===== src/aes_pkg.sv =====
// ---------------------------------------------------------------------------
// AES package
// Shared types, constants and byte functions for the AES-128 ECB engine.
// ---------------------------------------------------------------------------
package aes_pkg;

  localparam int unsigned NumRounds = 10;
  localparam int unsigned CfgIdxW   = 1;
  localparam logic [CfgIdxW-1:0] CfgKeyLow  = 1'b0;
  localparam logic [CfgIdxW-1:0] CfgKeyHigh = 1'b1;

  typedef logic [127:0] block_t;

  // Control that travels down the round chain with each beat.
  typedef struct packed {
    logic valid;
    logic decrypt;
  } beat_ctl_t;

  localparam logic [7:0] SBOX [256] = '{
    8'h63,8'h7c,8'h77,8'h7b,8'hf2,8'h6b,8'h6f,8'hc5,8'h30,8'h01,8'h67,8'h2b,8'hfe,8'hd7,8'hab,8'h76,
    8'hca,8'h82,8'hc9,8'h7d,8'hfa,8'h59,8'h47,8'hf0,8'had,8'hd4,8'ha2,8'haf,8'h9c,8'ha4,8'h72,8'hc0,
    8'hb7,8'hfd,8'h93,8'h26,8'h36,8'h3f,8'hf7,8'hcc,8'h34,8'ha5,8'he5,8'hf1,8'h71,8'hd8,8'h31,8'h15,
    8'h04,8'hc7,8'h23,8'hc3,8'h18,8'h96,8'h05,8'h9a,8'h07,8'h12,8'h80,8'he2,8'heb,8'h27,8'hb2,8'h75,
    8'h09,8'h83,8'h2c,8'h1a,8'h1b,8'h6e,8'h5a,8'ha0,8'h52,8'h3b,8'hd6,8'hb3,8'h29,8'he3,8'h2f,8'h84,
    8'h53,8'hd1,8'h00,8'hed,8'h20,8'hfc,8'hb1,8'h5b,8'h6a,8'hcb,8'hbe,8'h39,8'h4a,8'h4c,8'h58,8'hcf,
    8'hd0,8'hef,8'haa,8'hfb,8'h43,8'h4d,8'h33,8'h85,8'h45,8'hf9,8'h02,8'h7f,8'h50,8'h3c,8'h9f,8'ha8,
    8'h51,8'ha3,8'h40,8'h8f,8'h92,8'h9d,8'h38,8'hf5,8'hbc,8'hb6,8'hda,8'h21,8'h10,8'hff,8'hf3,8'hd2,
    8'hcd,8'h0c,8'h13,8'hec,8'h5f,8'h97,8'h44,8'h17,8'hc4,8'ha7,8'h7e,8'h3d,8'h64,8'h5d,8'h19,8'h73,
    8'h60,8'h81,8'h4f,8'hdc,8'h22,8'h2a,8'h90,8'h88,8'h46,8'hee,8'hb8,8'h14,8'hde,8'h5e,8'h0b,8'hdb,
    8'he0,8'h32,8'h3a,8'h0a,8'h49,8'h06,8'h24,8'h5c,8'hc2,8'hd3,8'hac,8'h62,8'h91,8'h95,8'he4,8'h79,
    8'he7,8'hc8,8'h37,8'h6d,8'h8d,8'hd5,8'h4e,8'ha9,8'h6c,8'h56,8'hf4,8'hea,8'h65,8'h7a,8'hae,8'h08,
    8'hba,8'h78,8'h25,8'h2e,8'h1c,8'ha6,8'hb4,8'hc6,8'he8,8'hdd,8'h74,8'h1f,8'h4b,8'hbd,8'h8b,8'h8a,
    8'h70,8'h3e,8'hb5,8'h66,8'h48,8'h03,8'hf6,8'h0e,8'h61,8'h35,8'h57,8'hb9,8'h86,8'hc1,8'h1d,8'h9e,
    8'he1,8'hf8,8'h98,8'h11,8'h69,8'hd9,8'h8e,8'h94,8'h9b,8'h1e,8'h87,8'he9,8'hce,8'h55,8'h28,8'hdf,
    8'h8c,8'ha1,8'h89,8'h0d,8'hbf,8'he6,8'h42,8'h68,8'h41,8'h99,8'h2d,8'h0f,8'hb0,8'h54,8'hbb,8'h16
  };

  localparam logic [7:0] INV_SBOX [256] = '{
    8'h52,8'h09,8'h6a,8'hd5,8'h30,8'h36,8'ha5,8'h38,8'hbf,8'h40,8'ha3,8'h9e,8'h81,8'hf3,8'hd7,8'hfb,
    8'h7c,8'he3,8'h39,8'h82,8'h9b,8'h2f,8'hff,8'h87,8'h34,8'h8e,8'h43,8'h44,8'hc4,8'hde,8'he9,8'hcb,
    8'h54,8'h7b,8'h94,8'h32,8'ha6,8'hc2,8'h23,8'h3d,8'hee,8'h4c,8'h95,8'h0b,8'h42,8'hfa,8'hc3,8'h4e,
    8'h08,8'h2e,8'ha1,8'h66,8'h28,8'hd9,8'h24,8'hb2,8'h76,8'h5b,8'ha2,8'h49,8'h6d,8'h8b,8'hd1,8'h25,
    8'h72,8'hf8,8'hf6,8'h64,8'h86,8'h68,8'h98,8'h16,8'hd4,8'ha4,8'h5c,8'hcc,8'h5d,8'h65,8'hb6,8'h92,
    8'h6c,8'h70,8'h48,8'h50,8'hfd,8'hed,8'hb9,8'hda,8'h5e,8'h15,8'h46,8'h57,8'ha7,8'h8d,8'h9d,8'h84,
    8'h90,8'hd8,8'hab,8'h00,8'h8c,8'hbc,8'hd3,8'h0a,8'hf7,8'he4,8'h58,8'h05,8'hb8,8'hb3,8'h45,8'h06,
    8'hd0,8'h2c,8'h1e,8'h8f,8'hca,8'h3f,8'h0f,8'h02,8'hc1,8'haf,8'hbd,8'h03,8'h01,8'h13,8'h8a,8'h6b,
    8'h3a,8'h91,8'h11,8'h41,8'h4f,8'h67,8'hdc,8'hea,8'h97,8'hf2,8'hcf,8'hce,8'hf0,8'hb4,8'he6,8'h73,
    8'h96,8'hac,8'h74,8'h22,8'he7,8'had,8'h35,8'h85,8'he2,8'hf9,8'h37,8'he8,8'h1c,8'h75,8'hdf,8'h6e,
    8'h47,8'hf1,8'h1a,8'h71,8'h1d,8'h29,8'hc5,8'h89,8'h6f,8'hb7,8'h62,8'h0e,8'haa,8'h18,8'hbe,8'h1b,
    8'hfc,8'h56,8'h3e,8'h4b,8'hc6,8'hd2,8'h79,8'h20,8'h9a,8'hdb,8'hc0,8'hfe,8'h78,8'hcd,8'h5a,8'hf4,
    8'h1f,8'hdd,8'ha8,8'h33,8'h88,8'h07,8'hc7,8'h31,8'hb1,8'h12,8'h10,8'h59,8'h27,8'h80,8'hec,8'h5f,
    8'h60,8'h51,8'h7f,8'ha9,8'h19,8'hb5,8'h4a,8'h0d,8'h2d,8'he5,8'h7a,8'h9f,8'h93,8'hc9,8'h9c,8'hef,
    8'ha0,8'he0,8'h3b,8'h4d,8'hae,8'h2a,8'hf5,8'hb0,8'hc8,8'heb,8'hbb,8'h3c,8'h83,8'h53,8'h99,8'h61,
    8'h17,8'h2b,8'h04,8'h7e,8'hba,8'h77,8'hd6,8'h26,8'he1,8'h69,8'h14,8'h63,8'h55,8'h21,8'h0c,8'h7d
  };

  function automatic logic [7:0] xtime(input logic [7:0] a);
    xtime = {a[6:0], 1'b0} ^ (a[7] ? 8'h1b : 8'h00);
  endfunction

  // Forward SubBytes and ShiftRows; byte r of column c is bit slice 8*(r+4c).
  function automatic block_t sub_shift(input block_t s);
    block_t t;
    for (int c = 0; c < 4; c++) begin
      for (int r = 0; r < 4; r++) begin
        t[8*(r+4*c) +: 8] = SBOX[s[8*(r+4*((c+r)%4)) +: 8]];
      end
    end
    sub_shift = t;
  endfunction

  function automatic block_t inv_sub_shift(input block_t s);
    block_t t;
    for (int c = 0; c < 4; c++) begin
      for (int r = 0; r < 4; r++) begin
        t[8*(r+4*((c+r)%4)) +: 8] = INV_SBOX[s[8*(r+4*c) +: 8]];
      end
    end
    inv_sub_shift = t;
  endfunction

  function automatic block_t mix_columns(input block_t s);
    block_t t;
    logic [7:0] a0, a1, a2, a3;
    for (int c = 0; c < 4; c++) begin
      a0 = s[32*c +: 8];
      a1 = s[32*c+8 +: 8];
      a2 = s[32*c+16 +: 8];
      a3 = s[32*c+24 +: 8];
      t[32*c +: 8]    = xtime(a0) ^ xtime(a1) ^ a1 ^ a2 ^ a3;
      t[32*c+8 +: 8]  = a0 ^ xtime(a1) ^ xtime(a2) ^ a2 ^ a3;
      t[32*c+16 +: 8] = a0 ^ a1 ^ xtime(a2) ^ xtime(a3) ^ a3;
      t[32*c+24 +: 8] = xtime(a0) ^ a0 ^ a1 ^ a2 ^ xtime(a3);
    end
    mix_columns = t;
  endfunction

  // InvMixColumns as a preconditioning step followed by the forward matrix.
  function automatic block_t inv_mix_columns(input block_t s);
    block_t t;
    logic [7:0] u, v;
    for (int c = 0; c < 4; c++) begin
      u = xtime(xtime(s[32*c +: 8] ^ s[32*c+16 +: 8]));
      v = xtime(xtime(s[32*c+8 +: 8] ^ s[32*c+24 +: 8]));
      t[32*c +: 8]    = s[32*c +: 8] ^ u;
      t[32*c+8 +: 8]  = s[32*c+8 +: 8] ^ v;
      t[32*c+16 +: 8] = s[32*c+16 +: 8] ^ u;
      t[32*c+24 +: 8] = s[32*c+24 +: 8] ^ v;
    end
    inv_mix_columns = mix_columns(t);
  endfunction

  // One key schedule step: next round key from the previous one.
  function automatic block_t next_round_key(input block_t k, input logic [7:0] rcon);
    block_t n;
    logic [31:0] t;
    t = {SBOX[k[103:96]], SBOX[k[127:120]], SBOX[k[119:112]], SBOX[k[111:104]] ^ rcon};
    n[31:0]   = k[31:0] ^ t;
    n[63:32]  = k[63:32] ^ n[31:0];
    n[95:64]  = k[95:64] ^ n[63:32];
    n[127:96] = k[127:96] ^ n[95:64];
    next_round_key = n;
  endfunction

endpackage


===== src/aes_key_sched.sv =====
// ---------------------------------------------------------------------------
// AES key schedule
// Walks the key through ten schedule steps after reset and after each key
// write and keeps all eleven round keys for the round chain.
// ---------------------------------------------------------------------------
module aes_key_sched (
  input  logic               clk,
  input  logic               rst_n,
  input  logic               load,
  input  aes_pkg::block_t    key,
  output aes_pkg::block_t    round_key [aes_pkg::NumRounds+1]
);

  localparam int unsigned CntW = $clog2(aes_pkg::NumRounds + 1);

  aes_pkg::block_t rk_r [aes_pkg::NumRounds+1];
  aes_pkg::block_t rk_nxt;
  logic [CntW-1:0] step_r;
  logic [7:0]      rcon_r;
  logic            busy_r;

  assign rk_nxt = aes_pkg::next_round_key(rk_r[step_r], rcon_r);

  always_ff @(posedge clk) begin
    if (!rst_n) begin
      busy_r <= 1'b1;
      step_r <= '0;
      rcon_r <= 8'h01;
      rk_r[0] <= '0;
    end else if (load) begin
      busy_r <= 1'b1;
      step_r <= '0;
      rcon_r <= 8'h01;
      rk_r[0] <= key;
    end else if (busy_r) begin
      rk_r[step_r + 1'b1] <= rk_nxt;
      rcon_r <= aes_pkg::xtime(rcon_r);
      step_r <= step_r + 1'b1;
      if (step_r == CntW'(aes_pkg::NumRounds - 1)) begin
        busy_r <= 1'b0;
      end
    end
  end

  assign round_key = rk_r;

endmodule


===== config.mk =====
export PLATFORM = sky130hd
export DESIGN_NAME = aes_key_sched
export DESIGN_NICKNAME = d
export VERILOG_FILES = /design/src/aes_pkg.sv /design/src/aes_key_sched.sv
export SDC_FILE = /design/constraint.sdc
export NUM_CORES = 2
export LEC_CHECK = 0
export ABC_AREA = 0
export BUFFER_PORTS_ARGS = -buffer_cell sky130_fd_sc_hd__buf_2
export CAP_MARGIN = 15
export CORE_AREA = 2 2 602 604
export DETAILED_ROUTE_END_ITERATION = 12
export DIE_AREA = 0 0 604 606
export GPL_TIMING_DRIVEN = 0
export PLACE_DENSITY = 0.36
export SLEW_MARGIN = 30
export SYNTH_ARGS = -nofsm -noshare
export SYNTH_HDL_FRONTEND = slang
export SYNTH_SLANG_ARGS = --single-unit

===== constraint.sdc =====
create_clock -name clk -period 12.76 [get_ports clk]
set_clock_uncertainty 0.05 [all_clocks]
set_input_delay 1.914 -clock clk [delete_from_list [all_inputs] [get_ports clk]]
set_output_delay 1.914 -clock clk [all_outputs]
set_load 0.05 [all_outputs]

==> run summary <==
Remaining number of nets flagged by the antenna check after routing: 0. The die extent in x works out to 604 um. Sequential cells were found to cover 55.8% of the synthesized design area. The detailed router's first-iteration violation count was 9829; the biggest cell delay along the critical path was 0.94 ns.

Average wire per cell in the routed design: 52.6 um. The number of stages on the worst hold path works out to 2. Fill cells in the final layout number 37621. The die covers 0.366 sq mm. The slew at the pin closest to its max-slew limit is 1.16 ns.

The clock network accounts for 25.7% of the total power. The data arrival at the endpoint of the critical path came out at 10.93 ns. Input and output buffers added on the ports amount to 1538. After synthesis, the cell types taking the most area are edfxtp_1, mux4_2, mux2i_1, dfxtp_1, a21oi_1. Sequential cells burn 32.1% of the power. The clock passes through at most 4 buffers.

Relative to the synthesized area, the layout overhead comes to 36.2%. The top cell types in the final layout, fill and taps aside, are buf_2, edfxtp_1, nand2_1, nor2_1, a21oi_1. Adding up every negative setup slack in the final design gives 0 ns. The synthesized netlist net count came out at 6070. Setup repair after global routing left no endpoint under its margin.

After floorplanning, the core was divided into 221 placement rows. The pre-antenna-repair detailed-routing pass consisted of 8 iterations. The tool flagged a number of max-cap violations equal to 0. Internal power comes to 11200 uW.

Registers take 0.0413 sq mm. TritonCTS built the clock tree. In this run the number of H-tree levels came out at 4. Before CTS, the worst setup slack after placement is 2.75 ns. Entering global routing, the biggest net connects 18 pins. The synthesized cell area was 0.0739 sq mm. In the final layout, the multi-input gates occupy 0.0314 sq mm. The sort of element at the end of the critical path was a flop.

The run finished with clean final reports. Of all nets on the critical path, the largest fanout is 13. The net total in the final layout is 8091, and the number of remaining DRC errors is 0. From bottom edge to top edge, the die measures 606 um. The number of hold-slack violations in the final timing report was 0. For this block, the routed nets add up to 678000 um of wire. In this run the power spent charging and discharging nets is 8900 uW. The number of standard cells after synthesis was 5880; the total of hold buffers inserted after clock tree synthesis was 0.

Time the worst path needs with I/O delays and setup: 10.45 ns. STA puts the critical path data required time at 13.24 ns. The kind of critical path is reg -> reg. STA classifies the critical path startpoint as a flop. Summed over all layers, the global routing overflow is 0. The min-delay analysis places its worst path in the category reg -> reg. The run gives 0 as the total count of max-transition violations in the final report. The core region is 0.360 sq mm. Clock latency on the worst-skew pair, taken at its later pin, is 0.95 ns.

Headroom to the max-slew limit came out at 22.0%. Detailed placement ended at an HPWL of 551000 um. In this run, synthesis inferred 1280 flip-flops with an integrated enable. After layout, the worst setup slack is 2.31 ns.

After clock tree synthesis, the clock-pin slew on the worst setup and hold paths is 0.06 ns. Routability-driven placement finished with a final weighted congestion of 0.988. In this run the static leakage power is 0.0370 uW. The clock buffer count from CTS came out at 178. Library cell with the largest summed area after synthesis: edfxtp_1. The via count of the first global-routing pass was 69038; the first-pass GRT wire length was 838000 um. The run gives 20.5% as the initial core utilization.

The Yosys warning count was 0; the overall power after layout was 20100 uW. Once the clock tree was built, the resizer swapped 0 gates to a different size. The number of synthesized register bits was 1421. The worst register-to-register path has a depth of 18. Global routing consumed, over all layers together, 35.7% of the routing resources. For this run, asynchronously set or reset flops after synthesis account for 0%.

The count of final setup violators is 0, and the number of buffers inserted by post-CTS setup repair is 0. 1539 I/O pins were placed. Most frequently used flop master after synthesis: edfxtp_1. The worst path uses 81.9% of the clock period. Of the post-synthesis cell area, the dominant cell type holds 52.0%. The via count normalized by instance count was 5.66; the final-layout worst hold slack was 0.471 ns. Maximum clock frequency: 95.7 MHz. Combinational cells account for 42.3% of the total power. For the maximum ir drop on the vdd rail, the log shows 0.108 mV. The number of different library cells used by synthesis comes to 121. The final route contains 72982 vias. The average instance area after synthesis is 12.6 sq um. The power density over the cells is 200 mW/mm^2.

Among all stages on the critical path, the largest delay is contributed by dfxtp_1. Leaving out fill and tap cells, the most frequent cell in the layout is buf_2. The net switching share of the total power works out to 44.2%. Clock tree synthesis selected as its root buffer the cell clkbuf_16.

Traced cell by cell, the critical path runs through buf_6, and2_0, clkbuf_1, a22o_1, o32a_1, buf_2, buf_2, ha_1, clkbuf_1, inv_1, nor2_1, o21ai_0, and4_1, a221oi_1, a221oi_1, xnor2_4, xor2_2, xor2_1. The post-route netlist has 38.5% of its cells at a drive strength greater than 1. TritonCTS sink count: 1421. The initial antenna violation count was 150.
==> metrics by stage <==
stage / std cells / cell area (sq um) / util (%)
floorplan: 5880 / 73900 / -
global placement: 12212 / 87600 / 24.3
detailed placement: 12512 / 94700 / 26.3
CTS: 12833 / 100000 / 27.9
global route: 12850 / 101000 / 27.9
finish: 12897 / 101000 / 27.9
==> routing by layer <==
metal | GRT usage, % | wire length, um | up-vias
li1 | - | - | 27521
met1 | 43.0 | 260000 | 39347
met2 | 57.6 | 312000 | 4977
met3 | 9.16 | 58600 | 1099
met4 | 20.5 | 47100 | 38
met5 | 0 | 296 | -
==> area by class of cell <==
class | count | share of cell area (%)
Multi-Input combinational cell | 3880 | 31.2
Buffer | 516 | 2.85
Clock inverter | 85 | 0.860
Antenna cell | 61 | 0.152
Timing Repair Buffer | 1841 | 13.0
Inverter | 63 | 0.236
Sequential cell | 1421 | 41.0
Clock buffer | 236 | 4.79
Tap cell | 4794 | 5.96
==> state kept, by name, indices dropped and copies added, names as in the netlist <==
signal     count
rcon_r         8
step_r         4
busy_r         1
round_key   1408
==> Yosys cell counts (63+ instances only) <==
cell	number
a21oi_1	345
nand3_1	111
edfxtp_1	1280
o21ai_0	300
mux4_2	232
xnor2_1	136
xor2_1	74
a211oi_1	63
nor2_1	401
o22ai_1	129
buf_2	219
clkbuf_1	177
o211ai_1	92
nand2_1	450
nor3_1	100
a31oi_1	74
dfxtp_1	141
mux2i_1	294
==> power by group through the flow <==
stage          clock network, uW  logic [uW]  registers [uW]
3_5_place_dp                   0        8200            6540
5_1_grt                     5370        8500            6450
3_3_place_gp                   0        7330            6620
6_report                    5160        8510            6450
2_1_floorplan                  0        2870            6910
4_1_cts                     5200        8230            6440
==> kinds of logic (layout without fill, tap and decap cells) <==
kind of cell | Yosys count | in the layout | synth area share (%)
AOI/OAI and AO/OA | 1696 | 1696 | 16.2
DFF | 1421 | 1421 | 55.8
and+or+nand+nor | 1322 | 1322 | 8.18
buffers and inverters | 579 | 2741 | 3.99
muxes | 570 | 570 | 11.8
xor gates and xnor gates | 233 | 233 | 3.03
adders and majority gates | 59 | 59 | 0.999
other | 0 | 61 | 0
==> critical path: cells and delay by family (launching register included) <==
family	cells	cell delay, ns
flops	1	0.94
simple gates	3	1.48
buf+inv	6	3.11
fa+ha+maj	1	0.25
compound gates	5	1.91
xor+xnor	3	2.22
==> path summary, 6_finish.rpt <==
kind	slack, ns	endpoint	from
setup reg to reg	2.31	round_key[201]	step_r[0]
setup / recovery	2.31	round_key[201]	step_r[0]
hold / removal	0.47	round_key[1369]	round_key[1369]
hold reg to reg	0.47	round_key[1369]	round_key[1369]
No activity file was read; power rests on OpenSTA's default activity.
